## config.mk

```make
export PLATFORM = sky130hd
export DESIGN_NAME = pdis_recon_flat
export DESIGN_NICKNAME = d
export VERILOG_FILES = /design/src/rtl/core/packed_diagonal_idpcm_strip_assert.svh /design/src/rtl/core/pdis_pkg.sv /design/src/rtl/core/pdis_ifs.sv /design/src/rtl/core/pdis_recon.sv /design/src/flat_wrapper.sv
export SDC_FILE = /design/constraint.sdc
export NUM_CORES = 1
export LEC_CHECK = 0
export BUFFER_PORTS_ARGS = -buffer_cell sky130_fd_sc_hd__buf_2
export CAP_MARGIN = 20
export CORE_MARGIN = 2
export CORE_UTILIZATION = 29
export CTS_CLUSTER_DIAMETER = 60
export DETAILED_ROUTE_END_ITERATION = 8
export SKIP_CTS_REPAIR_TIMING = 1
export SLEW_MARGIN = 20
export SYNTH_ARGS = -nofsm -noshare
export SYNTH_HDL_FRONTEND = slang
export SYNTH_SLANG_ARGS = --single-unit
```

## constraint.sdc

```tcl
create_clock -name clk -period 12.2 [get_ports clk]
set_input_delay 1.83 -clock clk [delete_from_list [all_inputs] [get_ports clk]]
set_output_delay 1.83 -clock clk [all_outputs]
set_load 0.01 [all_outputs]
```

## src/rtl/core/packed_diagonal_idpcm_strip_assert.svh

```systemverilog
// Assertion macros for the packed diagonal inverse DPCM strip block.
// Used by the top level; depends on nothing else.
`ifndef PACKED_DIAGONAL_IDPCM_STRIP_ASSERT_SVH
`define PACKED_DIAGONAL_IDPCM_STRIP_ASSERT_SVH

// Same-cycle implication, checked at every rising edge outside reset.
`define PDIS_ASSERT_NOW(label, clk, rst, ante, cons, msg) \
  label: assert property (@(posedge clk) disable iff (rst) (ante) |-> (cons)) \
    else $error(msg);

// Next-cycle implication, checked at every rising edge outside reset.
`define PDIS_ASSERT_NEXT(label, clk, rst, ante, cons, msg) \
  label: assert property (@(posedge clk) disable iff (rst) (ante) |=> (cons)) \
    else $error(msg);

`endif

```

## src/rtl/core/pdis_pkg.sv

```systemverilog
// Shared constants, types and the prediction function of the strip block.
// Depends on nothing; the store, the reconstruction stage and the top level import it.
`timescale 1ns / 1ps

package pdis_pkg;

  localparam int MAX_STRIP_WORDS = 1024;
  localparam int MIN_STRIP_WORDS = 7;
  localparam int POS_W           = $clog2(MAX_STRIP_WORDS);
  localparam int FILL_W          = POS_W + 1;
  localparam int WPS_W           = 11;
  localparam int SHIFT_W         = 5;
  localparam int WORD_W          = 32;
  localparam int BYTE_W          = 8;
  localparam int CFG_INDEX_W     = 8;

  // Configuration register indexes.
  localparam logic [CFG_INDEX_W-1:0] CFG_WORDS_PER_STRIP = 8'd0;
  localparam logic [CFG_INDEX_W-1:0] CFG_EDGE_SHIFT      = 8'd1;
  localparam logic [CFG_INDEX_W-1:0] CFG_DECODE_MASK     = 8'd2;
  localparam logic [CFG_INDEX_W-1:0] CFG_REFERENCE_BYTE  = 8'd3;

  // Reset values of the configuration registers.
  localparam logic [WPS_W-1:0]   WPS_RESET   = 11'd1024;
  localparam logic [SHIFT_W-1:0] SHIFT_RESET = 5'd1;
  localparam logic [WORD_W-1:0]  MASK_RESET  = 32'h7F7F7F7F;
  localparam logic [BYTE_W-1:0]  REF_RESET   = 8'h80;

  // Write request from the reconstruction stage to the strip store.
  typedef struct packed {
    logic             en;
    logic [POS_W-1:0] addr;
    logic [BYTE_W-1:0] data;
  } store_wr_t;

  // One accepted error word with its strip position.
  typedef struct packed {
    logic [WORD_W-1:0] err;
    logic [POS_W-1:0]  pos;
    logic              strip_end;
  } item_t;

  // P = ((A + C) >> 1) + A + C - B, all modulo 2^32.
  function automatic logic [WORD_W-1:0] pdis_predict(input logic [WORD_W-1:0] a,
                                                     input logic [WORD_W-1:0] b,
                                                     input logic [WORD_W-1:0] c);
    logic [WORD_W-1:0] sum_ac;
    sum_ac = a + c;
    return (sum_ac >> 1) + sum_ac - b;
  endfunction

endpackage

```

## src/rtl/core/pdis_ifs.sv

```systemverilog


interface pdis_out_if;
  logic        valid;
  logic        ready;
  logic [31:0] sample_word;
  logic        strip_done;

  modport source(output valid, output sample_word, output strip_done, input ready);
  modport sink(input valid, input sample_word, input strip_done, output ready);
endinterface

```

## src/rtl/core/pdis_recon.sv

```systemverilog
// Reconstruction stage: input register, prediction datapath, tail sequencing, result register.
// Depends on pdis_pkg and pdis_ifs.
`timescale 1ns / 1ps

module pdis_recon (
  input  logic                          clk,
  input  logic                          rst,
  input  logic                          take,
  input  pdis_pkg::item_t               item,
  input  logic [pdis_pkg::BYTE_W-1:0]   store_byte,
  input  logic [pdis_pkg::SHIFT_W-1:0]  edge_shift,
  input  logic [pdis_pkg::WORD_W-1:0]   decode_mask,
  input  logic [pdis_pkg::BYTE_W-1:0]   reference_byte,
  output logic                          take_ready,
  output pdis_pkg::store_wr_t           wr,
  pdis_out_if.source                    samples
);
  import pdis_pkg::*;

  localparam logic [1:0] PH_MAIN  = 2'd0;
  localparam logic [1:0] PH_TAIL0 = 2'd1;
  localparam logic [1:0] PH_TAIL1 = 2'd2;
  localparam logic [1:0] PH_TAIL2 = 2'd3;

  logic              s1_valid;
  item_t             s1;
  logic [1:0]        phase;
  logic [WORD_W-1:0] previous_word;
  logic [WORD_W-1:0] diagonal_word;
  logic [WORD_W-1:0] saved [3];
  logic              out_valid;
  logic [WORD_W-1:0] out_word;
  logic              out_done;

  logic              fire;
  logic              item_done;
  logic              is_main;
  logic [WORD_W-1:0] r4;
  logic [WORD_W-1:0] a;
  logic [WORD_W-1:0] b;
  logic [WORD_W-1:0] c;
  logic [WORD_W-1:0] e;
  logic [SHIFT_W-1:0] sh;
  logic [WORD_W-1:0] y;

  assign fire       = s1_valid && (!out_valid || samples.ready);
  assign is_main    = (phase == PH_MAIN);
  assign item_done  = (is_main && !s1.strip_end) || (phase == PH_TAIL2);
  assign take_ready = !s1_valid || (fire && item_done);
  assign r4         = {4{reference_byte}};

  always_comb begin
    if (is_main && (s1.pos == '0)) begin
      a = r4;
      b = r4;
    end else begin
      a = previous_word;
      b = diagonal_word;
    end
    c  = is_main ? {store_byte, a[WORD_W-1:8]} : {8'h00, a[WORD_W-1:8]};
    sh = edge_shift;
    case (phase)
      PH_MAIN: begin
        case (s1.pos)
          POS_W'(0): e = s1.err << 24;
          POS_W'(1): e = s1.err << 16;
          POS_W'(2): e = s1.err << 8;
          default: begin
            e  = s1.err;
            sh = SHIFT_W'(1);
          end
        endcase
      end
      PH_TAIL0: e = saved[0] >> 8;
      PH_TAIL1: e = saved[1] >> 16;
      PH_TAIL2: e = saved[2] >> 24;
      default:  e = s1.err;
    endcase
    y = ((pdis_predict(a, b, c) + e) >> sh) & decode_mask;
  end

  // Interior words write three entries behind; tail words fill the last three.
  always_comb begin
    wr.data = y[BYTE_W-1:0];
    if (is_main) begin
      wr.en   = fire && (s1.pos >= POS_W'(3));
      wr.addr = s1.pos - POS_W'(3);
    end else begin
      wr.en   = fire;
      wr.addr = s1.pos - POS_W'(2) + POS_W'(phase - PH_TAIL0);
    end
  end

  always_ff @(posedge clk) begin
    if (rst) begin
      s1_valid  <= 1'b0;
      phase     <= PH_MAIN;
      out_valid <= 1'b0;
    end else begin
      if (take) begin
        s1_valid <= 1'b1;
        phase    <= PH_MAIN;
      end else if (fire && item_done) begin
        s1_valid <= 1'b0;
      end else if (fire) begin
        phase <= phase + 2'd1;
      end
      if (fire) begin
        out_valid <= 1'b1;
      end else if (samples.ready) begin
        out_valid <= 1'b0;
      end
    end
  end

  always_ff @(posedge clk) begin
    if (take) begin
      s1 <= item;
    end
    if (fire) begin
      previous_word <= y;
      diagonal_word <= c;
      out_word      <= y;
      out_done      <= (phase == PH_TAIL2);
      if (is_main && (s1.pos < POS_W'(3))) begin
        saved[s1.pos[1:0]] <= s1.err;
      end
    end
  end

  assign samples.valid       = out_valid;
  assign samples.sample_word = out_word;
  assign samples.strip_done  = out_done;

endmodule

```

## src/flat_wrapper.sv

```systemverilog
// flat-port wrapper written by rule: the top's interface ports become plain ports
module pdis_recon_flat import pdis_pkg::*;
  (clk, rst, take, item, store_byte, edge_shift, decode_mask, reference_byte, take_ready, wr, samples_valid, samples_sample_word, samples_strip_done, samples_ready);
  pdis_out_if samples_i ();
  input  logic clk;
  input  logic rst;
  input  logic take;
  input  pdis_pkg::item_t item;
  input  logic [pdis_pkg::BYTE_W-1:0] store_byte;
  input  logic [pdis_pkg::SHIFT_W-1:0] edge_shift;
  input  logic [pdis_pkg::WORD_W-1:0] decode_mask;
  input  logic [pdis_pkg::BYTE_W-1:0] reference_byte;
  output logic take_ready;
  output pdis_pkg::store_wr_t wr;
  output wire logic [$bits(samples_i.valid)-1:0] samples_valid;
  output wire logic [$bits(samples_i.sample_word)-1:0] samples_sample_word;
  output wire logic [$bits(samples_i.strip_done)-1:0] samples_strip_done;
  input wire logic [$bits(samples_i.ready)-1:0] samples_ready;
  assign samples_valid = samples_i.valid;
  assign samples_sample_word = samples_i.sample_word;
  assign samples_strip_done = samples_i.strip_done;
  assign samples_i.ready = samples_ready;
  pdis_recon u_core (.clk(clk), .rst(rst), .take(take), .item(item), .store_byte(store_byte), .edge_shift(edge_shift), .decode_mask(decode_mask), .reference_byte(reference_byte), .take_ready(take_ready), .wr(wr), .samples(samples_i));
endmodule
```

Word level (Yosys, flattened, before mapping)
Memories as Yosys holds them, arrays and structs flattened.
Cells that the tools add are included.
{ "totals": {"register_bits": 112, "ram_bits": 96, "inputBits": 100, "output_inout_bits": 54, "elab_cells": 63, "memories": 1} }
{ "op_classes": {"addsub": 9, "order_cmp": 2, "eq_ne": 5, "n_shift": 1, "mux": 15, "bitwise": 2, "reduce_logical": 19} }
{ "mem_list": {"columns": ["memory", "depth", "word_bits", "read_ports", "rd_clocked_by_memory_dff", "wr", "line", "text"], "rows": [
  ["u_core.saved", 3, 32, 3, 0, 1, "pdis_recon.sv:30", "logic [WORD_W-1:0] saved [3];"]
]} }
{ "ops": {"columns": ["cell", "count"], "rows": [
  ["$pmux 32 s4", 1],
  ["$mux 32", 3],
  ["$pmux 32 s3", 1],
  ["$add 32x32->32", 2],
  ["$add 31x32->32", 1],
  ["$and 32x32->32", 1],
  ["$shr 32x5->32", 1],
  ["$sub 32x32->32", 1],
  ["$sub 10x2->10 const B", 2],
  ["$mux 11", 1],
  ["$add 10x10->10", 1],
  ["$eq 10x1->1 const B", 1],
  ["$eq 10x2->1 const B", 1],
  ["$ge 10x2->1 const B", 1],
  ["$logic_not 10->1", 1],
  ["$lt 10x2->1 const B", 1],
  ["$mux 5", 2],
  ["$mux 1", 7],
  ["$logic_and 1x1->1", 6],
  ["$eq 2x2->1 const B", 2],
  ["$reduce_bool 2->1", 2],
  ["$logic_not 1->1", 3],
  ["$logic_or 1x1->1", 3],
  ["$reduce_or 3->1", 1],
  ["other kinds (7)", 7]
]} }

Logic depth before layout (Yosys ltp)
{ "depth": {"ltp_word": 10, "ltp_mapped": 40, "ltp_nobuf": 34} }

Least setup slack after synthesis
No wires, ideal clock.
{ "synth_path": {"path_type": "input to output", "startpoint": "input reference_byte[6] (netlist name)", "endpoint": "output wr[3] (netlist name)", "arrival_time_ns": 8.819, "path_slack_ns": 1.551, "stages": 29, "cell_sequence": "and2_1 > clkbuf_1 > a21o_1 > ha_1 > maj3_1 > maj3_1 > maj3_1 > a211oi_1 > o211ai_1 > and4_1 > o31ai_1 > nand2b_1 > xnor2_1 > fa_1 > fa_1 > inv_1 > ha_1 > clkbuf_1 > a21oi_1 > o21ai_0 > or3_1 > o211a_1 > or4_1 > a32oi_2 > or3b_1 > a41oi_2 > mux2i_1 > o211a_1 > buf_4"} }
{ "synth_via": {"elab_chain_len": 8} }
{ "synth_rtl": {"columns": ["element", "line", "text"], "rows": [
  ["from (decl)", "flat_wrapper.sv:12", "input logic [pdis_pkg::BYTE_W-1:0] reference_byte;"],
  ["$mux 32 *", "pdis_recon.sv:53", "if (is_main && (s1.pos == '0)) begin"],
  ["named net u_core.a[14]", "pdis_recon.sv:39", "logic [WORD_W-1:0] a;"],
  ["$mux 32", "pdis_recon.sv:60", "c = is_main ? {store_byte, a[WORD_W-1:8]} : {8'h00, a[WORD_W-1:8]};"],
  ["$add 32x32->32 *", "pdis_pkg.sv:48", "sum_ac = a + c;"],
  ["$add 31x32->32 *", "pdis_pkg.sv:49", "return (sum_ac >> 1) + sum_ac - b;"],
  ["$sub 32x32->32 *", "pdis_pkg.sv:49", null],
  ["$add 32x32->32 *", "pdis_recon.sv:79", "y = ((pdis_predict(a, b, c) + e) >> sh) & decode_mask;"],
  ["$shr 32x5->32 *", "pdis_recon.sv:79", null],
  ["$and 32x32->32 *", "pdis_recon.sv:79", null],
  ["to (decl)", "flat_wrapper.sv:14", "output pdis_pkg::store_wr_t wr;"]
]} }
Mark *: on every way through the listed nets, which the timed path passes. The rest lies on a longest branch.

==> results.toml <==
[critical_path]
crit_reg_reg_endpoint = "u_core.previous_word[3]"
required_ps = 10370
worst-setup-path-type = "reg2out"
reg2reg_setup_slack_ps = 2650
rr_startpoint = "u_core.s1[1]"
maximum_fanout_along_the_worst_path = 15
setup.worst_path.end_class = "output port"
worst_path_max_delay_cell = "sky130_fd_sc_hd__or4_1"
cp_slowest_stage_delay_ps = 520
worstSetupStartpointType = "register"
reg2reg_depth = 31
critical_path_arrival_ps = 9890

[yosys]
synth_most_common_cell = "sky130_fd_sc_hd__edfxtp_1"
synth_area_leader_cell = "sky130_fd_sc_hd__edfxtp_1"
yosys_warnings = 0
synthFlopType = "sky130_fd_sc_hd__edfxtp_1"
mappedNetlistNets = 1694
synth_top_cell_area_share = 0.3351
netlist_area_sq_um = 13980
synth-edff-count = 156
synth.top_cells.by_area = "sky130_fd_sc_hd__edfxtp_1 34%, sky130_fd_sc_hd__fa_1 8.2%, sky130_fd_sc_hd__ha_1 7.3%"
avgSynthCellArea_sq_um = 9.607
synthesized_flop_and_latch_total = 160
yosysUniqueCellTypes = 87
sequential_fraction_of_the_synthesis_area = 0.3409
postSynthCellCount = 1455
synth_top_cells_by_count = "156 x sky130_fd_sc_hd__edfxtp_1, 125 x sky130_fd_sc_hd__nand2_1, 106 x sky130_fd_sc_hd__inv_1, 102 x sky130_fd_sc_hd__a21oi_1, 84 x sky130_fd_sc_hd__nor2_1"
postSynth.asyncResetShare = 0

[placed_design]
dp.final_hpwl_microns = 36440
gp_routability_congestion = 0.9573
port_buffers = 153

[detailed_routing]
drt_first_iter_violations = 1136
drcViolationCount = 0
routed_wire_length_per_instance_microns = 20.70
drt_first_pass_iters = 7
totalWireLength_microns = 45400
via_per_inst = 5.439
num_vias = 11930
drtAntennaViolNets = 0

[worst_hold_path]
worst_hold_path_type = "reg2reg"
hold_path_startpoint = "u_core.s1_valid"
min_delay_path_depth = 2
timing.hold.worst_endpoint = "u_core.samples.valid"

[floorplanning]
fp.dieH_microns = 223.6
floorplan.initialDensity = 0.2934
floorplan.core_area_sq_um = 47650
io_count = 154
die-area_sq_um = 49970
number_of_rows_created_at_floorplan = 80
die_x_microns = 223.6

[global_routing]
first_global_vias = 11440
overflow = 0
pin_count_of_the_biggest_net_entering_global_routing = 66
gr_util_all_layers = 0.1806
top_usage_layer = "met2"
wire_length_of_the_first_global_routing_pass_microns = 68520
gr-usage-met3 = 0.02243
antenna_found_initial = 2
globalRouteMet2Util = 0.3033
global_route.usage.met1 = 0.2338

[finish]
antenna_cells_inserted = 0
nets = 1804
fraction_of_layout_instances_using_a_drive_strength_above_1 = 0.1622
syn2layout_area_growth_pct = 14.22
finish.utilization = 0.3351

[timing]
hold_viol_final = 0
slew_headroom = 0.3069
final-max-slew-violation-count = 0
grt_setup_unrepaired = "false"
worst_clock_skew_ps = 21.29
max_slew.worst_pin.slew_ps = 1040
fmax_mhz = 85.32
layout_worst_path_cycle_share = 0.9607
setup-violations-final = 0
layout_min_cycle_time_ps = 11720

[clock_tree]
total_cts_buffers = 17
clock_tree.htree_level_count = 4
cts.sinks = 160
clk_pin_slew_worst_paths_ps = 70
clock_latency_ps = 470
clk_root_buffer_cell = "sky130_fd_sc_hd__clkbuf_16"
ctsLongestPathBuffers = 2
tritoncts = "built"

[status]
outcome = "finished clean"

[run]
maxCapViolations = 0
critical path, delay by kind of cell (launching register included):
kind | cells | cell delay [ps]
and+or+nand+nor | 8 | 2650
DFF | 1 | 420
xor gates and xnor gates | 1 | 200
muxes | 1 | 170
AOI/OAI and AO/OA | 10 | 2450
adders and majority gates | 8 | 2990
buffers and inverters | 4 | 530
final cells by class:
type | count | area [sq um]
inverters | 107 | 401.6
repair buffers | 177 | 958.4
multi-input cells | 1102 | 8519
flip-flops and latches | 160 | 4765
clock buffers | 17 | 425.4
well taps | 615 | 769.5
clock inverters | 15 | 127.6
fillers | 4863 | 31680
kinds of logic (layout without fill, tap and decap cells):
family	Yosys count	after routing	synth area share
xor gates and xnor gates	93	93	0.05881
AOI/OAI and AO/OA	448	448	0.2211
DFF	160	160	0.3409
adders and majority gates	153	153	0.1651
buffers and inverters	193	316	0.05576
and+or+nand+nor	364	364	0.1243
muxes	44	44	0.03410
cells in the final DEF, fill, tap and decap left out, types with 5 or more instances in the layout:
| master | instances |
|---|---|
| sky130_fd_sc_hd__a211oi_1 | 14 |
| sky130_fd_sc_hd__a21o_1 | 64 |
| sky130_fd_sc_hd__a21oi_1 | 102 |
| sky130_fd_sc_hd__a221oi_1 | 18 |
| sky130_fd_sc_hd__a222oi_1 | 9 |
| sky130_fd_sc_hd__a22o_1 | 21 |
| sky130_fd_sc_hd__a31oi_1 | 21 |
| sky130_fd_sc_hd__and2_1 | 27 |
| sky130_fd_sc_hd__and3_1 | 18 |
| sky130_fd_sc_hd__and4_1 | 5 |
| sky130_fd_sc_hd__buf_2 | 153 |
| sky130_fd_sc_hd__buf_4 | 23 |
| sky130_fd_sc_hd__clkbuf_16 | 17 |
| sky130_fd_sc_hd__edfxtp_1 | 156 |
| sky130_fd_sc_hd__fa_1 | 57 |
| sky130_fd_sc_hd__ha_1 | 82 |
| sky130_fd_sc_hd__inv_1 | 105 |
| sky130_fd_sc_hd__maj3_1 | 14 |
| sky130_fd_sc_hd__mux2_2 | 9 |
| sky130_fd_sc_hd__mux2i_1 | 32 |
| sky130_fd_sc_hd__nand2_1 | 124 |
| sky130_fd_sc_hd__nand2b_1 | 9 |
| sky130_fd_sc_hd__nand3_1 | 31 |
| sky130_fd_sc_hd__nand4_1 | 8 |
| sky130_fd_sc_hd__nor2_1 | 84 |
| sky130_fd_sc_hd__nor3_1 | 26 |
| sky130_fd_sc_hd__o211a_1 | 6 |
| sky130_fd_sc_hd__o211ai_1 | 25 |
| sky130_fd_sc_hd__o21a_1 | 8 |
| sky130_fd_sc_hd__o21ai_0 | 71 |
| sky130_fd_sc_hd__o21ai_1 | 10 |
| sky130_fd_sc_hd__o21bai_1 | 5 |
| sky130_fd_sc_hd__o22ai_1 | 6 |
| sky130_fd_sc_hd__o31ai_1 | 6 |
| sky130_fd_sc_hd__or3_1 | 6 |
| sky130_fd_sc_hd__xnor2_1 | 61 |
| sky130_fd_sc_hd__xor2_1 | 28 |
per-layer routing:
layer  part of all wire  up-vias
li1                   -     5582
met1               0.43     5813
met2               0.48      446
met3              0.050       84
met4              0.040        2
met5            0.00029        -
how the worst max path moves through the flow:
stage | depth (start not counted) | to | startpoint | slack (ps)
2_1_floorplan | 29 | wr[3] | reference_byte[6] | 1550
3_3_place_gp | 29 | wr[1] | reference_byte[0] | 420
3_5_place_dp | 31 | wr[6] | reference_byte[0] | 240
4_1_cts | 33 | wr[6] | u_core.s1[1] | -5
5_1_grt | 35 | wr[3] | u_core.s1[1] | 40
6_report | 32 | wr[3] | u_core.s1[1] | 480
sequential cells by signal, indices dropped and copies added (netlist names):
name,cells
u_core.diagonal_word,32
u_core.phase,2
u_core.previous_word,32
u_core.s1,43
u_core.s1_valid,1
u_core.samples.strip_done,1
u_core.samples.valid,1
u_core.saved,48
through the flow:
step	instances	instance area [sq um]	setup WS (ps)	TNS, ps	hold WS (ps)
floorplan	1455	13980	1552	0	457.5
global placement	2160	15330	416.5	0	471.2
detailed placement	2160	15330	235.1	0	487.7
CTS	2192	15890	-4.782	-4.782	504.6
global route	2193	15970	36.67	0	539.3
finish	2193	15970	479.0	0	497.5
Power is not shown: default switching activity piles up to over one toggle a cycle in this logic, so the estimate is an artifact.
